`src/rtl/sfr_pkg.sv`:
```
// sfr_pkg: constants, register indexes and shared types for the serial frame receiver
// used by sfr_parser and serial_frame_receiver_sum16_core; no dependencies

package sfr_pkg;

    localparam int FRAME_BYTES   = 10;
    localparam int PAYLOAD_LEN   = 5;
    localparam int PAYLOAD_FIRST = 3;
    localparam int POS_W         = 6;
    localparam int SUM_W         = 16;
    localparam int PAY_IDX_W     = 3;

    localparam int CFG_IDX_W  = 2;
    localparam int CFG_DATA_W = 16;

    localparam int IN_DATA_W  = 8;
    localparam int OUT_DATA_W = 48;

    localparam logic [CFG_IDX_W-1:0] CFG_SYNC_BYTE     = 2'd0;
    localparam logic [CFG_IDX_W-1:0] CFG_FRAME_ID      = 2'd1;
    localparam logic [CFG_IDX_W-1:0] CFG_LENGTH_CODE   = 2'd2;
    localparam logic [CFG_IDX_W-1:0] CFG_TIMEOUT_TICKS = 2'd3;

    localparam logic [15:0] TIMEOUT_RESET = 16'd100;

    localparam logic KIND_BYTE = 1'b0;
    localparam logic KIND_TICK = 1'b1;

    localparam logic [7:0] NIBBLE_MASK = 8'h0f;

    typedef struct packed {
        logic [7:0]  sync_byte;
        logic [7:0]  frame_id;
        logic [7:0]  length_code;
        logic [15:0] timeout_ticks;
    } sfr_cfg_t;

    typedef struct packed {
        logic        frame_ok;
        logic [7:0]  mode;
        logic [3:0]  test_progress;
        logic [3:0]  test_step;
        logic [7:0]  software_version;
        logic [7:0]  spare_first;
        logic [7:0]  spare_second;
        logic        test_mode;
        logic        comm_error;
    } sfr_result_t;

endpackage

```
`src/rtl/sfr_parser.sv`:
```
// sfr_parser: frame hunt, running 16-bit sum, payload capture and timeout counter
// depends on sfr_pkg; one accepted beat is fully processed in the cycle it arrives

module sfr_parser
    import sfr_pkg::*;
(
    input  logic               aclk,
    input  logic               aresetn,
    input  logic               beat_en,
    input  logic               kind,
    input  logic [7:0]         rx_byte,
    input  sfr_cfg_t           cfg,
    output sfr_result_t        result
);

    logic [POS_W-1:0]     pos_reg, pos_next;
    logic [SUM_W-1:0]     sum_reg, sum_next;
    logic [SUM_W-1:0]     tcount_reg, tcount_next, tcount_inc;
    logic                 test_mode_reg, test_mode_next;
    logic                 error_reg, error_next;
    logic [7:0]           cs_high_reg;
    logic [7:0]           pending_reg [PAYLOAD_LEN];
    logic [7:0]           published_reg [PAYLOAD_LEN];
    logic                 cs_high_we;
    logic                 pending_we;
    logic                 publish;
    logic [POS_W-1:0]     pay_off;
    logic [PAY_IDX_W-1:0] pay_idx;
    logic [7:0]           pub_view [PAYLOAD_LEN];

    assign tcount_inc = tcount_reg + SUM_W'(1);
    assign pay_off    = pos_reg - POS_W'(PAYLOAD_FIRST);
    assign pay_idx    = pay_off[PAY_IDX_W-1:0];

    always_comb begin
        pos_next       = pos_reg;
        sum_next       = sum_reg;
        tcount_next    = tcount_reg;
        test_mode_next = test_mode_reg;
        error_next     = error_reg;
        cs_high_we     = 1'b0;
        pending_we     = 1'b0;
        publish        = 1'b0;
        if (kind == KIND_TICK) begin
            tcount_next = tcount_inc;
            if (tcount_inc >= cfg.timeout_ticks) begin
                tcount_next    = '0;
                pos_next       = '0;
                error_next     = 1'b1;
                test_mode_next = 1'b0;
            end
        end else if (pos_reg == POS_W'(0)) begin
            pos_next = (rx_byte == cfg.sync_byte) ? POS_W'(1) : POS_W'(0);
        end else if (pos_reg == POS_W'(1)) begin
            if (rx_byte != cfg.frame_id) begin
                pos_next = '0;
            end else begin
                sum_next = SUM_W'(rx_byte);
                pos_next = POS_W'(2);
            end
        end else if (pos_reg == POS_W'(2)) begin
            if (rx_byte != cfg.length_code) begin
                pos_next = '0;
            end else begin
                sum_next = sum_reg + SUM_W'(rx_byte);
                pos_next = POS_W'(3);
            end
        end else if (pos_reg == POS_W'(FRAME_BYTES - 1)) begin
            if ({cs_high_reg, rx_byte} == sum_reg) begin
                publish        = 1'b1;
                test_mode_next = 1'b1;
                error_next     = 1'b0;
                tcount_next    = '0;
            end
            pos_next = '0;
        end else if (pos_reg == POS_W'(FRAME_BYTES - 2)) begin
            cs_high_we = 1'b1;
            pos_next   = pos_reg + POS_W'(1);
        end else if (pos_reg < POS_W'(FRAME_BYTES - 2)) begin
            pending_we = (pos_reg >= POS_W'(PAYLOAD_FIRST)) &&
                         (pos_reg < POS_W'(PAYLOAD_FIRST + PAYLOAD_LEN));
            sum_next   = sum_reg + SUM_W'(rx_byte);
            pos_next   = pos_reg + POS_W'(1);
        end else begin
            pos_next = '0;
        end
    end

    always_ff @(posedge aclk) begin
        if (!aresetn) begin
            pos_reg       <= '0;
            sum_reg       <= '0;
            tcount_reg    <= '0;
            test_mode_reg <= 1'b0;
            error_reg     <= 1'b0;
            for (int i = 0; i < PAYLOAD_LEN; i++) begin
                published_reg[i] <= '0;
            end
        end else if (beat_en) begin
            pos_reg       <= pos_next;
            sum_reg       <= sum_next;
            tcount_reg    <= tcount_next;
            test_mode_reg <= test_mode_next;
            error_reg     <= error_next;
            if (publish) begin
                for (int i = 0; i < PAYLOAD_LEN; i++) begin
                    published_reg[i] <= pending_reg[i];
                end
            end
        end
    end

    // frame scratch, always written before it is read within a frame
    always_ff @(posedge aclk) begin
        if (beat_en && cs_high_we) begin
            cs_high_reg <= rx_byte;
        end
        for (int i = 0; i < PAYLOAD_LEN; i++) begin
            if (beat_en && pending_we && (pay_idx == PAY_IDX_W'(i))) begin
                pending_reg[i] <= rx_byte;
            end
        end
    end

    // result shows the state after this beat
    always_comb begin
        for (int i = 0; i < PAYLOAD_LEN; i++) begin
            pub_view[i] = publish ? pending_reg[i] : published_reg[i];
        end
    end

    always_comb begin
        result.frame_ok         = publish;
        result.mode             = pub_view[0];
        result.test_progress    = 4'(pub_view[1] & NIBBLE_MASK);
        result.test_step        = 4'((pub_view[1] >> 4) & NIBBLE_MASK);
        result.software_version = pub_view[2];
        result.spare_first      = pub_view[3];
        result.spare_second     = pub_view[4];
        result.test_mode        = test_mode_next;
        result.comm_error       = error_next;
    end

endmodule

```
`src/rtl/serial_frame_receiver_sum16_core.sv`:
```
// serial_frame_receiver_sum16_core: top level with config registers, stream ports and
// the result register; depends on sfr_pkg and sfr_parser
//
// Usage:
//   s_ channel: one beat per received uart byte (s_tuser = 0) or per timer tick
//   (s_tuser = 1). Every accepted beat yields exactly one result beat on m_.
//   m_ channel: m_tuser carries frame_ok, set on the beat that closed a frame
//   with a matching checksum; m_tdata carries the payload of the last good
//   frame and the test_mode and comm_error flags as they stand after the beat.
//   m_tvalid rises in the cycle after input acceptance; throughput is one
//   beat per cycle while m_tready stays high, set by the single result register.
//   When the receiver stalls (m_tvalid high, m_tready low) s_tready drops and
//   the held result stays in place until taken.
//   Config: cfg_we writes cfg_wdata into register cfg_index (0 sync code,
//   1 frame id, 2 length code, 3 timeout ticks); write only while idle.
//   Reset (aresetn low, synchronous): hunt restarts at the sync byte, sum,
//   tick count, flags and published payload clear, timeout returns to 100,
//   the other config registers to 0, and no result is pending.

module serial_frame_receiver_sum16_core
    import sfr_pkg::*;
(
    input  logic                  aclk,
    input  logic                  aresetn,
    input  logic                  s_tvalid,
    output logic                  s_tready,
    input  logic [IN_DATA_W-1:0]  s_tdata,   // [7:0] rx_byte
    input  logic                  s_tuser,   // [0] kind
    output logic                  m_tvalid,
    input  logic                  m_tready,
    output logic [OUT_DATA_W-1:0] m_tdata,   // mode, test_progress, test_step,
                                             // software_version, spare_first,
                                             // spare_second, test_mode, comm_error
    output logic                  m_tuser,   // [0] frame_ok
    input  logic                  cfg_we,
    input  logic [CFG_IDX_W-1:0]  cfg_index,
    input  logic [CFG_DATA_W-1:0] cfg_wdata
);

    sfr_cfg_t              cfg_reg;
    sfr_result_t           result;
    logic                  beat_en;
    logic                  m_tvalid_reg;
    logic [OUT_DATA_W-1:0] m_tdata_reg;
    logic                  m_tuser_reg;

    always_ff @(posedge aclk) begin
        if (!aresetn) begin
            cfg_reg.sync_byte     <= '0;
            cfg_reg.frame_id      <= '0;
            cfg_reg.length_code   <= '0;
            cfg_reg.timeout_ticks <= TIMEOUT_RESET;
        end else if (cfg_we) begin
            case (cfg_index)
                CFG_SYNC_BYTE:     cfg_reg.sync_byte     <= cfg_wdata[7:0];
                CFG_FRAME_ID:      cfg_reg.frame_id      <= cfg_wdata[7:0];
                CFG_LENGTH_CODE:   cfg_reg.length_code   <= cfg_wdata[7:0];
                CFG_TIMEOUT_TICKS: cfg_reg.timeout_ticks <= cfg_wdata;
                default: ;
            endcase
        end
    end

    assign s_tready = !m_tvalid_reg || m_tready;
    assign beat_en  = s_tvalid && s_tready;

    sfr_parser u_parser (
        .aclk    (aclk),
        .aresetn (aresetn),
        .beat_en (beat_en),
        .kind    (s_tuser),
        .rx_byte (s_tdata),
        .cfg     (cfg_reg),
        .result  (result)
    );

    always_ff @(posedge aclk) begin
        if (!aresetn) begin
            m_tvalid_reg <= 1'b0;
        end else if (beat_en) begin
            m_tvalid_reg <= 1'b1;
        end else if (m_tready) begin
            m_tvalid_reg <= 1'b0;
        end
    end

    always_ff @(posedge aclk) begin
        if (beat_en) begin
            m_tuser_reg <= result.frame_ok;
            m_tdata_reg <= {6'b0, result.comm_error, result.test_mode,
                            result.spare_second, result.spare_first,
                            result.software_version, result.test_step,
                            result.test_progress, result.mode};
        end
    end

    assign m_tvalid = m_tvalid_reg;
    assign m_tdata  = m_tdata_reg;
    assign m_tuser  = m_tuser_reg;

`ifndef SYNTHESIS
    a_ok_sets_mode: assert property (@(posedge aclk) disable iff (!aresetn)
        (m_tvalid && m_tuser) |-> (m_tdata[40] && !m_tdata[41]))
        else $error("good frame beat without test mode or with comm error");

    a_flags_exclusive: assert property (@(posedge aclk) disable iff (!aresetn)
        m_tvalid |-> !(m_tdata[40] && m_tdata[41]))
        else $error("test mode and comm error both set");

    a_stall_blocks_input: assert property (@(posedge aclk) disable iff (!aresetn)
        (m_tvalid && !m_tready) |-> !s_tready)
        else $error("input accepted while result stalled");

    a_beat_gives_result: assert property (@(posedge aclk) disable iff (!aresetn)
        (s_tvalid && s_tready) |=> m_tvalid)
        else $error("accepted beat produced no result");
`endif

endmodule
```
`config.mk`:
```
export PLATFORM = sky130hd
export DESIGN_NAME = serial_frame_receiver_sum16_core
export DESIGN_NICKNAME = d
export VERILOG_FILES = /design/src/rtl/sfr_pkg.sv /design/src/rtl/sfr_parser.sv /design/src/rtl/serial_frame_receiver_sum16_core.sv
export SDC_FILE = /design/constraint.sdc
export NUM_CORES = 1
export LEC_CHECK = 0
export ABC_AREA = 1
export BUFFER_PORTS_ARGS = -buffer_cell sky130_fd_sc_hd__buf_2
export CAP_MARGIN = 15
export CORE_UTILIZATION = 47
export DETAILED_ROUTE_END_ITERATION = 6
export PLACE_DENSITY = 0.67
export SYNTH_ARGS = -nofsm -noshare
export SYNTH_HDL_FRONTEND = slang
export SYNTH_SLANG_ARGS = --single-unit
```
`constraint.sdc`:
```
create_clock -name aclk -period 5.6 [get_ports aclk]
set_input_delay 1.12 -clock aclk [delete_from_list [all_inputs] [get_ports aclk]]
set_output_delay 1.12 -clock aclk [all_outputs]
set_load 0.005 [all_outputs]
```
After elaboration in Yosys (flattened, before gate mapping):

Memory sizes are Yosys's and may differ from the RTL's.
Cells that the tools add are included.

* word-level logic and storage cells: 178
* output and inout bits: 51
* register bits: 132
* bits of input ports: 32
* memories: 2
* memory bits (writable): 80

* multiplexer cells: 97
* reductions and logical operators: 29
* magnitude comparators: 3
* bitwise operators: 7
* $add $sub $neg: 4
* equal/unequal tests: 23

Memories
* u_parser.pending_reg: words 5, bits a word 8, read ports 5, clocked after memory_dff 0, wr ports 1, line sfr_parser.sv:22 `logic [7:0] pending_reg [PAYLOAD_LEN];`
* u_parser.published_reg: words 5, bits a word 8, read ports 5, clocked after memory_dff 0, wr ports 5, line sfr_parser.sv:23 `logic [7:0] published_reg [PAYLOAD_LEN];`

Operator list (number)
* 2-to-1 mux 16 bit: 14
* 2-to-1 mux 8 bit: 14
* 2-to-1 mux 1 bit: 55
* 2-to-1 mux 6 bit: 8
* OR reduction 8 bit: 4
* adder 16 x 1 -> 16 bit (second input constant): 1
* adder 16 x 8 -> 16 bit: 1
* == test 16 bit: 1
* >= comparator 16 bit: 1
* inequality test 8 bit: 2
* == test 6 x 4 -> 1 bit (second input constant): 2
* 2-to-1 mux 3 bit: 4
* AND reduction 2 bit: 5
* logical AND 1 bit: 9
* == test 8 bit: 1
* inequality test 2 bit (second input constant): 4
* AND reduction 8 bit: 1
* adder 6 x 1 -> 6 bit (second input constant): 1
* == test 3 x 2 -> 1 bit (second input constant): 2
* == test 6 x 1 -> 1 bit (second input constant): 1
* == test 6 x 2 -> 1 bit (second input constant): 1
* >= comparator 6 x 2 -> 1 bit (second input constant): 1
* logical NOT 6 bit: 1
* less-than comparator 6 x 4 -> 1 bit (second input constant): 1
* 18 further kinds: 28

Longest topological paths before layout:

* depth after elaboration: 18
* gate-level depth with buffers: 21
* depth with buffers taken out: 21

Modules after synthesis:

A second synthesis with hierarchy kept.

* cell total of the unflattened synthesis: 1280
* area total of the unflattened synthesis: 10689.0 um^2

By module, submodules not included
* sfr_parser: cells each 971, area an instance 7653.6 um^2, seq. area each 3443.3 um^2, instances 1
* serial_frame_receiver_sum16_core: cells each 309, area an instance 3035.4 um^2, seq. area each 2112.0 um^2, instances 1

Worst setup path after synthesis:

OpenSTA, ideal clock, no wires.

* path type: input to register
* from: input s_tdata[2]
* to: memory u_parser.published_reg[0][0], enable pin
* arrival: 5091 ps
* library setup time: 493 ps
* path buffers: 2
* path slack: 17 ps
* data required time: 5107 ps
* stages: 10
* cell sequence: ha_1 > buf_2 > nor2_1 > nand2_1 > nor2_1 > nand2_1 > nor2_4 > nand3_4 > buf_2 > o21ai_0

RTL lines
* start: declaration: line serial_frame_receiver_sum16_core.sv:27 `input logic [IN_DATA_W-1:0] s_tdata,`
* end: declaration: line sfr_parser.sv:23

==> run summary <==
The run finished with clean final reports. The headroom to the max-slew limit came out at 20.8%. By area, the combinational part of the netlist is dominated by simple AND/OR/NAND/NOR gates. The number of setup buffers added after CTS came out at 0.

The final setup slack of the worst path came out at 2.37 ns. The count of final max-slew check failures came out at 0. The first global-routing pass estimated 34000 um of wire.

The worst-case setup slack after placement came out at 1.87 ns. Across the VDD grid, the largest voltage drop is 0.208 mV. The height of the die is 151 um. The highest fanout seen on the critical path came out at 40. At the end of the flow, the number of nets in the layout was 1301. The area of the multi-input gates is 0.00408 mm2. The flop and latch count out of synthesis is 212. The final total power came out at 3.45 mW. The via total after detailed routing is 7547. The final number of hold-violating endpoints was 0. The die extent in x is 151 um. The die footprint came out at 0.0229 mm2.

The area added between synthesis and finish came out at 11.9%. Setup repair after global routing left no endpoint under its margin. Using the TritonRoute via totals, the vias-per-cell ratio works out to 4.92. Dividing total power by cell area gives a power density of 295 mW/mm2. Once detailed placement completed, the half-perimeter wirelength came to 14700 um. The number of hold buffers added after cts came out at 0. The maximum clock frequency is 0.309 GHz.

The count of yosys warnings during synthesis came out at 0. The initial antenna violation count was 1. The placed instance area came out at 0.0110 mm2.

The global placer's final weighted congestion came out at 0.898. By startpoint and endpoint, the worst setup path is classified as primary input to flop. The number of cells on the worst hold path is 2. The clock tree skew after final layout came out at 0.0128 ns. The clock net in this run drives a total of 212 sinks. The number of enable flip-flop cells after synthesis came out at 131.

The critical path endpoint category is a flop. The cell at the root of the clock tree is clkbuf_16. The area share of xor/xnor cells in the synthesized design is 2.93%. Summed over all cells, the static leakage comes to 5.05 nW.

The average routed wire per standard cell came out at 13.9 um. After detailed routing, the total wire length is 21300 um. Counting cells, the worst reg-to-reg path comes to 16.

The maximum buffer depth of the clock tree is 3. The final critical path takes up 57.7% of the cycle. The simple-gate share of the synthesized area is 23.4%. The detail route stage leaves a number of antenna-violating nets equal to 0. The worst setup path is launched from a primary input.

The synthesized area is 0.0105 mm2. In this run, distinct cell masters in the synthesized netlist total 39. TritonCTS built the clock tree.

The initial core utilization is 48.0%. The post-synthesis compound-gate area fraction came out at 8.19%. The sequential share of the synthesized area is 53.1%. The depth of the CTS H-tree came out at 1. The flip-flop count of the largest register, all copies and words added came out at 42.

The final hold slack came out at 0.467 ns. The total global-route track usage came out at 18.9%. Setup violations remaining at the end of the flow were counted as 0.

The final global-route overflow total is 0. The core region area is 0.0218 mm2. After detailed routing, the number of remaining DRC violations is 0. The shortest period the worst path allows is 3.23 ns. TritonCTS created 23 clock buffers.

The number of global-route vias before repair came out at 6743. The iteration count of the initial detailed-routing pass is 6. For this run, the leading register cell type out of synthesis is edfxtp_1. The number of resized instances in the post-cts repair step came out at 0.

The number of fillers in the final layout is 2009. Setup total negative slack on the finished layout was measured at 0 ns. Averaged over all synthesized cells, the footprint is 9.02 um2. Counting every instance in the synthesized netlist gives 1161.

The share of layout cells above drive strength 1 came out at 14.9%. The largest net degree at the start of global routing came out at 76. In this run the register-to-register setup slack is 2.48 ns. The required time at the endpoint of the critical path is 5.95 ns.

The number of cell rows is 54. The count of buffers from port buffering came out at 76. Summing all flip-flop and latch instances after layout gives 0.00556 mm2. The source-to-sink clock delay at the later pin of the worst-skew pair is 0.52 ns. At the pin with the least slew margin, the transition time is 1.19 ns.

The top-level port count came out at 83. The adder-cell share of the synthesized area is 4.13%. The clock-pin slew of the registers on the worst-case setup and hold paths is 0.06 ns.

The reg-to-reg critical path startpoint is u_parser.tcount_reg[0]$_SDFFE_PN0P_. The end of the worst register-to-register path is u_parser.tcount_reg[2]$_SDFFE_PN0P_. The multiplexer share of the synthesized area came out at 0%. The critical path data arrival time is 3.58 ns. The tightest min-delay check is of the flop to flop type. The origin of the worst min-delay path is cfg_reg[1]$_SDFFE_PN0P_. The initial DRC count is 388. The endpoint with the worst hold slack is cfg_reg[1]$_SDFFE_PN0P_. In the synthesized netlist the async set-or-reset flop fraction comes to 0%. The finished layout cell area is 0.0117 mm2.

The count of max-cap constraint violations is 0.
-- synthesized netlist by cell type, types with 2 or more instances --
master    count  area [um2]
ha_1         33         413
nor2_2        2        12.5
nand2_2       4        25.0
edfxtp_1    131        3930
a21oi_1      61         305
dfxtp_1      81        1620
nand4_1       8        50.1
buf_4         6        45.0
buf_2         8        40.0
nand3_1      50         250
xnor2_1      22         193
buf_8         4        60.1
nand3_4       2        35.0
nor2_1      128         480
or2_2         3        18.8
inv_1       142         533
nand2_1     258         968
nor2_4       45         507
o21ai_1      45         225
clkinv_1      2        7.51
o21ai_0      59         295
clkbuf_1     11        41.3
xor2_1       13         114
inv_2        11        41.3
buf_6         8        90.1
nor3_1       11        55.1
-- per-stage QoR --
stage          utilization, %  cells
2_1_floorplan               -   1166
3_3_place_gp             50.4   1489
3_5_place_dp             50.4   1489
4_1_cts                  53.7   1531
5_1_grt                  53.7   1532
6_report                 53.7   1533
-- layout by cell type (no fill, tap or decap), drive strengths merged --
master,instances
nor3,12
bufinv,2
clkinv,11
dfxtp,81
or2,3
diode,1
a21o,1
clkbuf,27
o21ai,104
ha,33
nand2,263
inv,156
xnor2,22
conb,6
nor2,175
nor4,1
clkinvlp,1
nand3b,1
o221ai,1
nand4,8
fa,1
nand3,53
edfxtp,131
buf,83
o21bai,1
a21oi,61
xor2,13
o211ai,1
-- cells by family (layout without fill, tap and decap cells) --
kind of cell,count (synthesis),after routing
buffers and inverters,194,280
flip-flops,212,212
AND/OR/NAND/NOR,516,516
AO/OA/AOI/OAI,169,169
other,1,7
adder cells (fa/ha/maj),34,34
XOR/XNOR,35,35
-- routing by layer --
layer | up-vias | routed length, um | global-route usage [%]
met1 | 3419 | 10400 | 27.4
met5 | - | 0 | 0
met2 | 184 | 9390 | 29.3
met4 | 0 | 402 | 5.05
met3 | 32 | 1120 | 2.95
li1 | 3912 | - | -
-- power by group --
group          total, mW  leakage (nW)  internal [mW]  switching, mW
Sequential          1.73          1.93           1.71         0.0199
Clock               1.45         0.351          0.847          0.607
Combinational      0.270          2.76         0.0913          0.179
-- area by class of cell --
| class | count | share of cell area (%) |
|---|---|---|
| antenna | 1 | 0.0214 |
| clock buffer | 27 | 5.04 |
| clock inverter | 15 | 1.09 |
| inverter | 155 | 4.97 |
| multi-input combinational | 760 | 34.8 |
| sequential | 212 | 47.4 |
| tap | 280 | 2.99 |
| timing repair buffer | 83 | 3.67 |
-- worst max-delay path by stage --
stage                                                       end                           startpoint  slack [ns]
floorplan            u_parser.published_reg[0][0]$_SDFFCE_PN0P_                           s_tdata[2]        0.02
global placement    u_parser.published_reg[0][33]$_SDFFCE_PN0P_                           s_tdata[3]        1.90
detailed placement  u_parser.published_reg[0][26]$_SDFFCE_PN0P_                           s_tdata[3]        1.87
CTS                 u_parser.published_reg[0][26]$_SDFFCE_PN0P_                           s_tdata[3]        2.38
global route               u_parser.tcount_reg[11]$_SDFFE_PN0P_  u_parser.tcount_reg[0]$_SDFFE_PN0P_        2.02
finish              u_parser.published_reg[0][26]$_SDFFCE_PN0P_                           s_tdata[3]        2.37
-- worst max-delay path: stages --
cell and delay [ns]:
buf_2 0.31, ha_1 0.36, nor2_1 0.12, nand2_1 0.06
nor2_1 0.11, nand2_1 0.13, nor2_4 0.16, nand3_4 0.16
nor2_4 0.15, nand2_4 0.56, nor2_4 0.25
(Power assumes the default switching activity.)
